**config.mk**
```make
export PLATFORM = sky130hd
export DESIGN_NAME = glob_wildcard_matcher_flat
export DESIGN_NICKNAME = d
export VERILOG_FILES = /design/src/sv/gwm_pkg.sv /design/src/sv/gwm_item_if.sv /design/src/sv/gwm_result_if.sv /design/src/sv/glob_wildcard_matcher.sv /design/src/sv/gwm_cell.sv /design/src/flat_wrapper.sv
export SDC_FILE = /design/constraint.sdc
export NUM_CORES = 1
export LEC_CHECK = 0
export ABC_AREA = 0
export BUFFER_PORTS_ARGS = -buffer_cell sky130_fd_sc_hd__buf_2
export CAP_MARGIN = 20
export CELL_PAD_IN_SITES_DETAIL_PLACEMENT = 0
export CELL_PAD_IN_SITES_GLOBAL_PLACEMENT = 1
export CORE_MARGIN = 5
export CORE_UTILIZATION = 47
export CTS_CLUSTER_DIAMETER = 40
export CTS_CLUSTER_SIZE = 30
export DETAILED_ROUTE_END_ITERATION = 7
export PLACE_DENSITY = 0.74
export REMOVE_ABC_BUFFERS = 1
export SYNTH_ARGS = -nofsm -noshare
export SYNTH_HDL_FRONTEND = slang
export SYNTH_HIERARCHICAL = 1
export SYNTH_SLANG_ARGS = --single-unit
export TNS_END_PERCENT = 1
```
**constraint.sdc**
```tcl
create_clock -name clk -period 10.7 [get_ports clk]
set_input_delay 1.605 -clock clk [delete_from_list [all_inputs] [get_ports clk]]
set_output_delay 1.605 -clock clk [all_outputs]
set_load 0.01 [all_outputs]
```
**src/sv/gwm_pkg.sv**
```systemverilog
// Package for the glob wildcard matcher.
// Holds the store size, symbol codes, item function codes and the cell link types.
// No dependencies.
`timescale 1ns / 1ps

package gwm_pkg;

  // Number of pattern cells (bytes the store can hold)
  localparam int MAX_PATTERN = 32;

  localparam logic [7:0] SYM_STAR     = 8'd42;
  localparam logic [7:0] SYM_QUESTION = 8'd63;

  // Function code carried by each input beat
  typedef enum logic [1:0] {
    FN_CLEAR  = 2'd0,
    FN_APPEND = 2'd1,
    FN_TEXT   = 2'd2,
    FN_END    = 2'd3
  } func_t;

  // Broadcast control, same for every cell
  typedef struct packed {
    logic       clear;   // drop pattern, rearm
    logic       append;  // store symbol at the tail, rearm
    logic       text;    // advance automaton by symbol
    logic       rearm;   // end of text
    logic [7:0] symbol;
  } ctrl_t;

  // Signals handed from one cell to its right neighbor
  typedef struct packed {
    logic head;   // set only into the first cell
    logic valid;  // left cell holds a pattern byte
    logic carry;  // star closure reaching this position
    logic fire;   // left cell consumed the text byte
  } link_t;

endpackage

```
**src/sv/gwm_item_if.sv**
```systemverilog
// Input channel of the glob wildcard matcher: valid/ready plus func and symbol.
// Depends on nothing.
`timescale 1ns / 1ps

interface gwm_item_if;
  logic       valid;
  logic       ready;
  logic [1:0] func;
  logic [7:0] symbol;

  modport source (output valid, output func, output symbol, input ready);
  modport sink   (input valid, input func, input symbol, output ready);
endinterface

```
**src/sv/gwm_result_if.sv**
```systemverilog
// Result channel of the glob wildcard matcher: valid/ready plus the verdict bits.
// Depends on nothing.
`timescale 1ns / 1ps

interface gwm_result_if;
  logic valid;
  logic ready;
  logic matched;
  logic pattern_overflow;

  modport source (output valid, output matched, output pattern_overflow, input ready);
  modport sink   (input valid, input matched, input pattern_overflow, output ready);
endinterface

```
**src/sv/glob_wildcard_matcher.sv**
```systemverilog
// Top level of the glob wildcard matcher: a row of pattern cells plus the
// final position, overflow flag and a two-entry result buffer.
// Depends on gwm_pkg, gwm_item_if, gwm_result_if and gwm_cell.
//
//   Channel  Dir  Fields                     Beat meaning
//   item     in   func[1:0], symbol[7:0]     clear / append / text byte / end
//   result   out  matched, pattern_overflow  verdict, one per end beat
//
// Each accepted input beat updates the row of cells at once for all positions,
// with star closure rippling cell to cell within the same cycle.
// A verdict appears on result the cycle after its end beat is accepted,
// unless an unread verdict still holds the output register; then it waits
// in the skid entry until that one is taken.
// Reset empties the pattern, clears overflow and arms position zero.
// Input stalls only when both result entries hold unread verdicts.
`timescale 1ns / 1ps

module glob_wildcard_matcher (
  input logic       clk,
  input logic       rst,
  gwm_item_if.sink  item,
  gwm_result_if.source result
);
  import gwm_pkg::*;

  localparam int N = MAX_PATTERN;

  func_t func;
  logic  accept;
  ctrl_t ctrl;

  link_t          links [0:N];
  logic [N-1:0]   cell_hit;
  logic [N-1:0]   valid_vec;

  logic act_final;
  logic closed_final;
  logic hit_final;
  logic hit;
  logic ovf;

  logic out_valid;
  logic out_matched;
  logic out_ovf;
  logic skid_valid;
  logic skid_matched;
  logic skid_ovf;
  logic push;
  logic pop;

  assign func   = func_t'(item.func);
  assign accept = item.valid && item.ready;

  // Decode the beat into broadcast control
  always_comb begin
    ctrl        = '0;
    ctrl.symbol = item.symbol;
    case (func)
      FN_CLEAR:  ctrl.clear  = accept;
      FN_APPEND: ctrl.append = accept;
      FN_TEXT:   ctrl.text   = accept;
      FN_END:    ctrl.rearm  = accept;
      default:   ctrl        = '0;
    endcase
  end

  assign links[0] = '{head: 1'b1, valid: 1'b1, carry: 1'b0, fire: 1'b0};

  // Row of pattern cells
  for (genvar i = 0; i < N; i++) begin : g_cell
    gwm_cell u_cell (
      .clk   (clk),
      .rst   (rst),
      .ctrl  (ctrl),
      .left  (links[i]),
      .right (links[i+1]),
      .hit   (cell_hit[i])
    );
    assign valid_vec[i] = links[i+1].valid;
  end

  // Final position, reached when the whole stored pattern is consumed
  assign closed_final = act_final | links[N].carry;
  assign hit_final    = closed_final & links[N].valid;
  assign hit          = (|cell_hit) | hit_final;

  always_ff @(posedge clk) begin
    if (rst) begin
      act_final <= 1'b0;
      ovf       <= 1'b0;
    end else begin
      if (ctrl.text) begin
        act_final <= links[N].fire;
      end else if (ctrl.clear || ctrl.append || ctrl.rearm) begin
        act_final <= 1'b0;
      end
      if (ctrl.clear) begin
        ovf <= 1'b0;
      end else if (ctrl.append && links[N].valid) begin
        ovf <= 1'b1;
      end
    end
  end

  // Result register with one skid entry behind it
  assign push = ctrl.rearm;
  assign pop  = out_valid && result.ready;
  assign item.ready = !skid_valid;

  always_ff @(posedge clk) begin
    if (rst) begin
      out_valid  <= 1'b0;
      skid_valid <= 1'b0;
    end else begin
      if (skid_valid) begin
        if (pop) begin
          out_valid  <= 1'b1;
          skid_valid <= 1'b0;
        end
      end else if (push) begin
        if (!out_valid || pop) begin
          out_valid <= 1'b1;
        end else begin
          skid_valid <= 1'b1;
        end
      end else if (pop) begin
        out_valid <= 1'b0;
      end
    end
  end

  always_ff @(posedge clk) begin
    if (skid_valid) begin
      if (pop) begin
        out_matched <= skid_matched;
        out_ovf     <= skid_ovf;
      end
    end else if (push) begin
      if (!out_valid || pop) begin
        out_matched <= hit;
        out_ovf     <= ovf;
      end else begin
        skid_matched <= hit;
        skid_ovf     <= ovf;
      end
    end
  end

  assign result.valid            = out_valid;
  assign result.matched          = out_matched;
  assign result.pattern_overflow = out_ovf;

  // Skid entry is only used behind a full output register
  a_skid_behind_out: assert property (@(posedge clk) disable iff (rst)
    skid_valid |-> out_valid)
    else $error("skid entry valid with empty output register");

  // At most one position can be the pattern end
  a_one_end: assert property (@(posedge clk) disable iff (rst)
    $onehot0({cell_hit, hit_final}))
    else $error("more than one pattern end position active");

  // Occupied cells form a contiguous run from cell zero
  a_thermometer: assert property (@(posedge clk) disable iff (rst)
    ((valid_vec >> 1) & ~valid_vec) == '0)
    else $error("pattern cells not contiguous");

  // A clear beat empties the store
  a_clear_empties: assert property (@(posedge clk) disable iff (rst)
    ctrl.clear |=> (valid_vec == '0) && !ovf)
    else $error("clear did not empty the pattern");

endmodule

```
**src/sv/gwm_cell.sv**
```systemverilog
// One pattern position of the matcher: stored byte, occupancy bit, active bit.
// Depends on gwm_pkg for the control and link structs.
`timescale 1ns / 1ps

module gwm_cell (
  input  logic          clk,
  input  logic          rst,
  input  gwm_pkg::ctrl_t ctrl,
  input  gwm_pkg::link_t left,
  output gwm_pkg::link_t right,
  output logic          hit
);
  import gwm_pkg::*;

  logic [7:0] sym;
  logic       valid;
  logic       act;

  logic closed;
  logic is_star;
  logic is_match;

  // Position activity after closing over stars to the left
  assign closed   = act | left.carry;
  assign is_star  = (sym == SYM_STAR);
  assign is_match = (sym == SYM_QUESTION) || (sym == ctrl.symbol);

  assign right.head  = 1'b0;
  assign right.valid = valid;
  assign right.carry = closed & valid & is_star;
  assign right.fire  = closed & valid & ~is_star & is_match;

  // This position is the pattern end
  assign hit = closed & left.valid & ~valid;

  // Pattern byte: written when this cell is the tail
  always_ff @(posedge clk) begin
    if (ctrl.append && left.valid && !valid) begin
      sym <= ctrl.symbol;
    end
  end

  // Control state
  always_ff @(posedge clk) begin
    if (rst) begin
      valid <= 1'b0;
      act   <= left.head;
    end else begin
      if (ctrl.clear) begin
        valid <= 1'b0;
      end else if (ctrl.append && left.valid) begin
        valid <= 1'b1;
      end
      if (ctrl.text) begin
        act <= (closed & valid & is_star) | left.fire;
      end else if (ctrl.clear || ctrl.append || ctrl.rearm) begin
        act <= left.head;
      end
    end
  end

endmodule
```
**src/flat_wrapper.sv**
```systemverilog
// flat-port wrapper written by rule: the top's interface ports become plain ports
module glob_wildcard_matcher_flat import gwm_pkg::*;
  (clk, rst, item_valid, item_func, item_symbol, item_ready, result_valid, result_matched, result_pattern_overflow, result_ready);
  gwm_item_if item_i ();
  gwm_result_if result_i ();
  input logic clk;
  input logic rst;
  input wire logic [$bits(item_i.valid)-1:0] item_valid;
  input wire logic [$bits(item_i.func)-1:0] item_func;
  input wire logic [$bits(item_i.symbol)-1:0] item_symbol;
  output wire logic [$bits(item_i.ready)-1:0] item_ready;
  output wire logic [$bits(result_i.valid)-1:0] result_valid;
  output wire logic [$bits(result_i.matched)-1:0] result_matched;
  output wire logic [$bits(result_i.pattern_overflow)-1:0] result_pattern_overflow;
  input wire logic [$bits(result_i.ready)-1:0] result_ready;
  assign item_i.valid = item_valid;
  assign item_i.func = item_func;
  assign item_i.symbol = item_symbol;
  assign item_ready = item_i.ready;
  assign result_valid = result_i.valid;
  assign result_matched = result_i.matched;
  assign result_pattern_overflow = result_i.pattern_overflow;
  assign result_i.ready = result_ready;
  glob_wildcard_matcher u_core (.clk(clk), .rst(rst), .item(item_i), .result(result_i));
endmodule
```
# After elaboration in Yosys (flattened, before gate mapping)
# Index checks and enable logic that the tools add are counted.
# word_totals
regBits	328
in_bits	14
output_inout_bits	4
# op_classes
n_eq_ne	101
muxes	56
bitwise	322
n_reduce_logical	145
# ops
operator	n
== test 8 x 6 -> 1 bit (second input constant)	64
== test 8 bit	32
bitwise AND 1 bit	192
logical AND 1 bit	66
NOT 1 bit	66
OR 1 bit	64
2-to-1 mux 1 bit	56
logical OR 1 bit	35
logical NOT 1 bit	34
OR reduction 32 bit	1
AND reduction 3 bit	3
nonzero test 2 bit	4
== test 2 bit (second input constant)	2
inequality test 3 x 2 -> 1 bit (second input constant)	1
== test 2 x 1 -> 1 bit (second input constant)	1
logical NOT 2 bit	1
inequality test 2 bit (second input constant)	1
OR reduction 2 bit	1

# Depth between registers and ports, before layout
# Gate-level depths: netlist of the first run.
# depth
depth_word	101
depth_mapped	68
mapped_depth_nobuf	68

# Hierarchy
# The synthesis of the first run kept the hierarchy.
# modules_own_cells
mod	instances	cells_each	area_per_inst_um2	seq_area_each_um2
gwm_cell	32	46	535.5	290.3
glob_wildcard_matcher	1	47	459.2	200.2

# Worst setup path before layout of the first run
# No wires, ideal clock.
# synth_path
kind	register -> register
start	reg u_core.g_cell[0].u_cell.sym[7]
end	reg u_core.out_matched, in the netlist u_core/result.matched (data pin)
setup_ns	0.154
t_arrival_ns	11.561
setup_slack_ns	-1.016
path_stages_with_launch	69
synth_period_minus_slack_ns	11.716
path_cell_list	edfxtp_1 nor2_1 or4b_4 nor3_4 o21ai_2 nor3_4 o21ai_2 nor3_4 o21ai_2 nor3_4 o21ai_2 nor3_4 o21ai_2 nor3_4 o21ai_2 nor3_4 o21ai_2 nor3_4 [... 33 more ...] nor3_4 o21ai_2 nor3_4 o21ai_2 nor3_4 o21ai_2 nor3_4 o21ai_2 nor3_4 o21ai_2 nor3_4 o21ai_2 nor3_4 o21ai_2 nor3_4 o21ai_1 and3_1 a41oi_2
# synth_lines
element	line_no	text
from (decl)	gwm_cell.sv:15	logic [7:0] sym;
from (signal assigned)	gwm_cell.sv:39	sym <= ctrl.symbol;
to (signal assigned)	glob_wildcard_matcher.sv:135	out_matched <= skid_matched;
to (signal assigned)	glob_wildcard_matcher.sv:140	out_matched <= hit;
to (decl)	glob_wildcard_matcher.sv:43	logic out_matched;

==> implementation parameters, run 1 <==
Parameter                              Value

Placement
  DPL Wire Length    22250 um
  Instance area at placement    18440 um2
  Post-placement worst setup slack    -0.9127 ns
  Global placer's final weighted congestion    0.7677
  Post-Place Cells    2025
  PortBufs    17

Flow run
  Max capacitance violation total    0

Drt
  Routed WL    36380 um
  Starting DRT DRC Count    501
  DRC viols    0
  1st-pass router iterations    5
  DRT antenna net count    0
  Average wire per standard cell    17.19 um
  Post-DR vias/cell    5.380
  Total via count in the routed design    11390

Yosys
  Post-Syn Area    17580 um2
  Synthesized area per cell    11.59 um2
  Count of synthesis-stage warnings from yosys    6
  Post-Syn Instances    1517

CTS
  Sinks on Clock Net    328
  Count of H-tree levels built during CTS    2
  CTS Hold Buffers Added    0
  Clock tree buffer depth    3
  Clock-pin slew of the registers on the worst-case setup and hold paths    0.06 ns
  Latest clock arrival within the worst-skew pair    0.54 ns
  Gates resized, CTS repair    0
  Root Buffer Master    sky130_fd_sc_hd__clkbuf_16
  Total clock buffers created by CTS    48
  Clock tree from TritonCTS    yes

Min path
  HP Class    flip-flop to flip-flop

GRT
  All-layer global routing usage    17.75%
  Global-route wire length before repair    60000 um
  Pin count of the biggest net entering global routing    101
  Overflow left after global routing    0
  Vias in the first global route    11690
  Number of antenna violations at the first check in global routing    1

STA
  Final setup violating endpoints    0
  Final Hold Viols    0
  RSZ-0062 raised after global routing    yes
  Number of pins exceeding their max-slew limit in the final report    0
  Final critical-path setup slack    0.4386 ns
  Period Utilization, post-route    95.90%
  Hold Worst Slack    0.4809 ns
  Relative max-transition margin    28.28%
  Crit path time final    10.26 ns
  Least-Margin Pin Slew    1.076 ns
  Post-route clock skew    0.01961 ns
  Final TNS setup    0 ns
  Timing-limited maximum frequency    97.45 MHz

Critical path
  CP most frequent cell    sky130_fd_sc_hd__nor3_4
  Data arrival at the endpoint of the critical path    10.64 ns
  Crit-path max cell delay    0.55 ns
  Startpoint Class    flip-flop
  Critical path fanouts, max    3
  Endpoint required time on the critical path    11.08 ns
  Capturing element type of the critical path    flip-flop
  Path type of the worst setup path    flip-flop to flip-flop
  Slowest cell on the critical path    sky130_fd_sc_hd__or4b_4

Power
  Cell area power density    154.4 nW/um2
  IR Drop Worst-Case VDD    167.8 uV
  Post-route total power    3.096 mW
  Cell leakage power    6.462 nW

Final layout
  Post-route cell area    20050 um2
  Fill count    3083
  Final standard cell utilization of the core    54.50%
  Antenna diodes    0
  Register containing the most flip-flops in the final layout    u_core/g_cell.u_cell/sym
  Post-layout net count    1626
  Share of final-layout standard cells stronger than drive strength 1    21.30%
  Largest registers ranked by flip-flop count    u_core/g_cell.u_cell/sym: 256 flops, u_core/g_cell.u_cell/act: 32 flops, u_core/g_cell.u_cell/valid: 32 flops
  Max reg flops    256
  Finished Layout Cells    2116
  Signed area change from the synthesized netlist to the final layout    14.02%

Die
  Vert. Die Dim    203.4 um
  Die W    203.4 um
  Initial core utilization    47.80%
  Top-level I/O count    18
  Core Box Area    36790 um2
  Area enclosed by the die boundary    41380 um2
  Number of rows in the core area    70

Run status
  Outcome    completed
routing by layer:
metal | global-route usage (%) | routed length [um]
met4 | 4.288 | 655
met3 | 2.449 | 1418
met2 | 29.81 | 17080
met1 | 24.66 | 17230
met5 | 0 | 0
cell usage in the layout (no fill, tap or decap), types with 9 or more instances in the layout:
master	n
sky130_fd_sc_hd__nand3_1	33
sky130_fd_sc_hd__nand4_1	65
sky130_fd_sc_hd__conb_1	38
sky130_fd_sc_hd__nor4_1	38
sky130_fd_sc_hd__edfxtp_1	292
sky130_fd_sc_hd__or2b_1	32
sky130_fd_sc_hd__and3b_1	32
sky130_fd_sc_hd__nor2_1	130
sky130_fd_sc_hd__or4b_4	32
sky130_fd_sc_hd__nor3_4	32
sky130_fd_sc_hd__nand2_1	129
sky130_fd_sc_hd__clkinv_2	9
sky130_fd_sc_hd__o21ai_2	64
sky130_fd_sc_hd__a21oi_1	67
sky130_fd_sc_hd__nor3b_1	33
sky130_fd_sc_hd__buf_4	95
sky130_fd_sc_hd__dfxtp_1	36
sky130_fd_sc_hd__nor2_2	32
sky130_fd_sc_hd__clkbuf_16	49
sky130_fd_sc_hd__xnor2_1	256
sky130_fd_sc_hd__nor3_1	65
sky130_fd_sc_hd__o21ai_0	33
cell type report:
cell class                 instances  area, um2  share of cell area (%)
clock buffer                      51       1234                   6.153
clock inverter                    35      339.1                   1.691
inverter                           3      11.26                 0.05617
multi-input combinational       1128       7637                   38.09
sequential                       328       9489                   47.33
tap                              468      585.6                   2.921
timing repair buffer             103      753.2                   3.757
power breakdown:
group	switching [mW]	internal, mW
Sequential	0.00874	1.41
Clock	0.575	0.943
Combinational	0.104	0.0568
final timing paths:
kind                                                startpoint                    end  slack [ns]  cells after the start
worst max-delay path            u_core/g_cell[0].u_cell/sym[5]  u_core/result.matched        0.44                     68
worst min-delay path                                u_core/ovf        u_core/skid_ovf        0.48                      0
worst max register to register  u_core/g_cell[0].u_cell/sym[5]  u_core/result.matched        0.44                     68
worst min register to register                      u_core/ovf        u_core/skid_ovf        0.48                      0
what timing repair did:
action	4_1_cts	5_1_grt
setup buffers	5	0
setup endpoints to repair	6	6
pin swaps	22	22
worst max-delay path, delay by kind of cell, from the launching register on:
kind             cells  cell delay (ns)
AO/OA/AOI/OAI       33             3.44
flip-flops           1             0.34
AND/OR/NAND/NOR     35             6.33
(Power assumes the default switching activity.)
==> inputs of run 2 (changes only) <==
--- a/config.mk
+++ b/config.mk
@@ -11,11 +11,13 @@
 export CELL_PAD_IN_SITES_DETAIL_PLACEMENT = 0
 export CELL_PAD_IN_SITES_GLOBAL_PLACEMENT = 1
 export CORE_MARGIN = 5
-export CORE_UTILIZATION = 47
+export CORE_UTILIZATION = 49
+export CTS_BUF_LIST = sky130_fd_sc_hd__clkbuf_8
 export CTS_CLUSTER_DIAMETER = 40
 export CTS_CLUSTER_SIZE = 30
 export DETAILED_ROUTE_END_ITERATION = 7
-export PLACE_DENSITY = 0.74
+export GPL_TIMING_DRIVEN = 0
+export PLACE_DENSITY = 0.77
 export REMOVE_ABC_BUFFERS = 1
 export SYNTH_ARGS = -nofsm -noshare
 export SYNTH_HDL_FRONTEND = slang
==> implementation parameters, run 2 (synthesis gave the netlist of run 1 again) <==
Parameter                              Value

Run status
  Outcome    completed (unchanged)

Drt
  1st-pass router iterations    5 (unchanged)
  Total via count in the routed design    11300 (was 11390)
  DRC viols    0 (unchanged)
  Routed wl met3    1237 um (was 1418 um)
  Top routing layer in use    met4 (unchanged)
  Met1 wire length    16670 um (was 17230 um)
  DRT antenna net count    0 (unchanged)
  Post-DR vias/cell    5.443 (was 5.380)
  Detailed-routed wire length on met2    17020 um (was 17080 um)
  Average wire per standard cell    17.10 um (was 17.19 um)
  Starting DRT DRC Count    569 (was 501)
  Routed WL    35500 um (was 36380 um)

Placement
  DPL Wire Length    22110 um (was 22250 um)
  Post-placement worst setup slack    -3.012 ns (was -0.9127 ns)
  PortBufs    17 (unchanged)
  Post-Place Cells    1954 (was 2025)
  Global placer's final weighted congestion    0.7153 (was 0.7677)

Final layout
  Max reg flops    256 (unchanged)
  Leading cell types in the layout, fill and taps excluded    sky130_fd_sc_hd__edfxtp_1, sky130_fd_sc_hd__xnor2_1, sky130_fd_sc_hd__nor2_1, sky130_fd_sc_hd__nand2_1, sky130_fd_sc_hd__a21oi_1 (was sky130_fd_sc_hd__edfxtp_1, sky130_fd_sc_hd__xnor2_1, sky130_fd_sc_hd__nor2_1, sky130_fd_sc_hd__nand2_1, sky130_fd_sc_hd__buf_4)
  Signed area change from the synthesized netlist to the final layout    11.14% (was 14.02%)
  Largest registers ranked by flip-flop count    u_core/g_cell.u_cell/sym: 256 flops, u_core/g_cell.u_cell/act: 32 flops, u_core/g_cell.u_cell/valid: 32 flops (unchanged)
  Share of final-layout standard cells stronger than drive strength 1    19.94% (was 21.30%)
  Area occupied by multi-input gates    7637 um2 (unchanged)
  Register containing the most flip-flops in the final layout    u_core/g_cell.u_cell/sym (unchanged)
  Fill count    3002 (was 3083)
  Combined flip-flop and latch cell area    9489 um2 (unchanged)
  Commonest non-fill, non-tap cell in the layout    sky130_fd_sc_hd__edfxtp_1 (unchanged)
  Finished Layout Cells    2076 (was 2116)
  Post-layout net count    1590 (was 1626)
  Antenna diodes    0 (unchanged)

Critical path
  Capturing element type of the critical path    flip-flop (unchanged)
  Critical path fanouts, max    3 (unchanged)
  Startpoint Class    flip-flop (unchanged)
  Data arrival at the endpoint of the critical path    11.10 ns (was 10.64 ns)
  Launch instance of the worst register-to-register path    u_core/g_cell[0].u_cell/sym[1] (was u_core/g_cell[0].u_cell/sym[5])
  CP most frequent cell    sky130_fd_sc_hd__nor3_4 (unchanged)
  Slowest cell on the critical path    sky130_fd_sc_hd__or4b_4 (unchanged)
  Endpoint required time on the critical path    11.11 ns (was 11.08 ns)
  First element of the critical path    u_core/g_cell[0].u_cell/sym[1] (was u_core/g_cell[0].u_cell/sym[5])
  Crit-path max cell delay    0.55 ns (about the same)
  Path type of the worst setup path    flip-flop to flip-flop (unchanged)

Die
  Initial core utilization    49.56% (was 47.80%)
  Top-level I/O count    18 (unchanged)
  Number of rows in the core area    69 (was 70)
  Area enclosed by the die boundary    39770 um2 (was 41380 um2)
  Core Box Area    35480 um2 (was 36790 um2)
  Die W    199.4 um (was 203.4 um)
  Vert. Die Dim    199.4 um (was 203.4 um)

GRT
  Global-route wire length before repair    58530 um (was 60000 um)
  Pin count of the biggest net entering global routing    54 (was 101)
  Overflow left after global routing    0 (unchanged)
  Vias in the first global route    11610 (was 11690)
  Number of antenna violations at the first check in global routing    0 (was 1)
  All-layer global routing usage    18.05% (was 17.75%)

CTS
  Clock tree buffer depth    3 (unchanged)
  Latest clock arrival within the worst-skew pair    0.56 ns (was 0.54 ns)
  Gates resized, CTS repair    0 (unchanged)
  Count of H-tree levels built during CTS    2 (unchanged)
  Clock-pin slew of the registers on the worst-case setup and hold paths    0.08 ns (was 0.06 ns)
  Total clock buffers created by CTS    47 (was 48)
  Sinks on Clock Net    328 (unchanged)
  Clock tree from TritonCTS    yes (unchanged)
  CTS Hold Buffers Added    0 (unchanged)
  Root Buffer Master    sky130_fd_sc_hd__clkbuf_8 (was sky130_fd_sc_hd__clkbuf_16)

Power
  Cell area power density    138.8 nW/um2 (was 154.4 nW/um2)
  IR Drop Worst-Case VDD    145.1 uV (was 167.8 uV)
  Cell leakage power    6.178 nW (was 6.462 nW)

STA
  Timing-limited maximum frequency    93.56 MHz (was 97.45 MHz)
  Final Hold Viols    0 (unchanged)
  Number of pins exceeding their max-slew limit in the final report    0 (unchanged)
  Post-route clock skew    0.01457 ns (was 0.01961 ns)
  Final critical-path setup slack    0.01158 ns (was 0.4386 ns)
  Least-Margin Pin Slew    0.8336 ns (was 1.076 ns)
  Period Utilization, post-route    99.89% (was 95.90%)
  RSZ-0062 raised after global routing    yes (unchanged)
  Relative max-transition margin    44.37% (was 28.28%)
  Crit path time final    10.69 ns (was 10.26 ns)
  Final setup violating endpoints    0 (unchanged)

Flow run
  Max capacitance violation total    0 (unchanged)

Min path
  Hold wc startpoint    u_core/ovf (unchanged)
  HP Class    flip-flop to flip-flop (unchanged)
run 2: cell count changes in the layout (fill, tap and decap cells not counted), moves of 2 or more:
| cell | previous run | this run |
|---|---|---|
| sky130_fd_sc_hd__inv_1 | 2 | 4 |
| sky130_fd_sc_hd__clkbuf_1 | 2 | 0 |
| sky130_fd_sc_hd__clkinv_4 | 3 | 10 |
| sky130_fd_sc_hd__buf_16 | 0 | 8 |
| sky130_fd_sc_hd__clkbuf_8 | 0 | 53 |
| sky130_fd_sc_hd__clkinv_2 | 9 | 5 |
| sky130_fd_sc_hd__buf_12 | 0 | 4 |
| sky130_fd_sc_hd__buf_4 | 95 | 44 |
| sky130_fd_sc_hd__buf_6 | 0 | 4 |
| sky130_fd_sc_hd__clkinv_1 | 4 | 0 |
| sky130_fd_sc_hd__clkbuf_16 | 49 | 0 |
run 2: stage by stage:
| step | hold WS, ns | cell area, um2 | util, % | power (mW) | TNS, ns |
|---|---|---|---|---|---|
| floorplan | 0.4238 | 17130 | - | 1.531 | -4.165 |
| global placement | 0.4468 | 17790 | 50.14 | 1.604 | -19.24 |
| detailed placement | 0.4615 | 18170 | 51.22 | 1.617 | -19.02 |
| CTS | 0.4790 | 19510 | 54.97 | 2.750 | 0 |
| global route | 0.5008 | 19540 | 55.08 | 2.830 | -3.333 |
| finish | 0.4850 | 19540 | 55.08 | 2.712 | 0 |
run 2: metal layers:
| layer | global-route usage, % | up-vias |
|---|---|---|
| li1 | - | 5577 |
| met1 | 25.21 | 5504 |
| met2 | 30.14 | 171 |
| met3 | 2.748 | 48 |
| met4 | 4.075 | 0 |
| met5 | 0 | - |
run 2: cell type report:
cell class	count	share of cell area (%)
clock buffer	53	3.733
clock inverter	35	1.959
inverter	3	0.05762
sequential	328	48.56
multi-input combinational	1128	39.08
timing repair buffer	68	3.662
tap	461	2.952
run 2: where the power goes:
part | leakage (nW) | switching [mW] | total, mW | internal [mW]
clock network | 0.563 | 0.522 | 1.13 | 0.604
registers | 2.96 | 0.00848 | 1.41 | 1.41
logic | 2.66 | 0.106 | 0.171 | 0.0655
total | 6.18 | 0.636 | 2.71 | 2.08
run 2: critical path: cells and delay by family (launching register included):
kind / cells / cell delay (ns)
AOI/OAI and AO/OA: 33 / 3.80
DFF: 1 / 0.37
and+or+nand+nor: 35 / 6.33
run 2: final timing paths:
path | to | cells past startpoint | slack, ns
hold reg to reg | u_core/skid_ovf | 0 | 0.48
hold / removal | u_core/skid_ovf | 0 | 0.48
setup / recovery | u_core/result.matched | 68 | 0.01
setup reg to reg | u_core/result.matched | 68 | 0.01
run 2: what timing repair did:
item | 4_1_cts | 5_1_grt
buffers inserted | 29 | 5
pin swaps | 31 | 4
endpoints found under the setup margin | 11 | 5
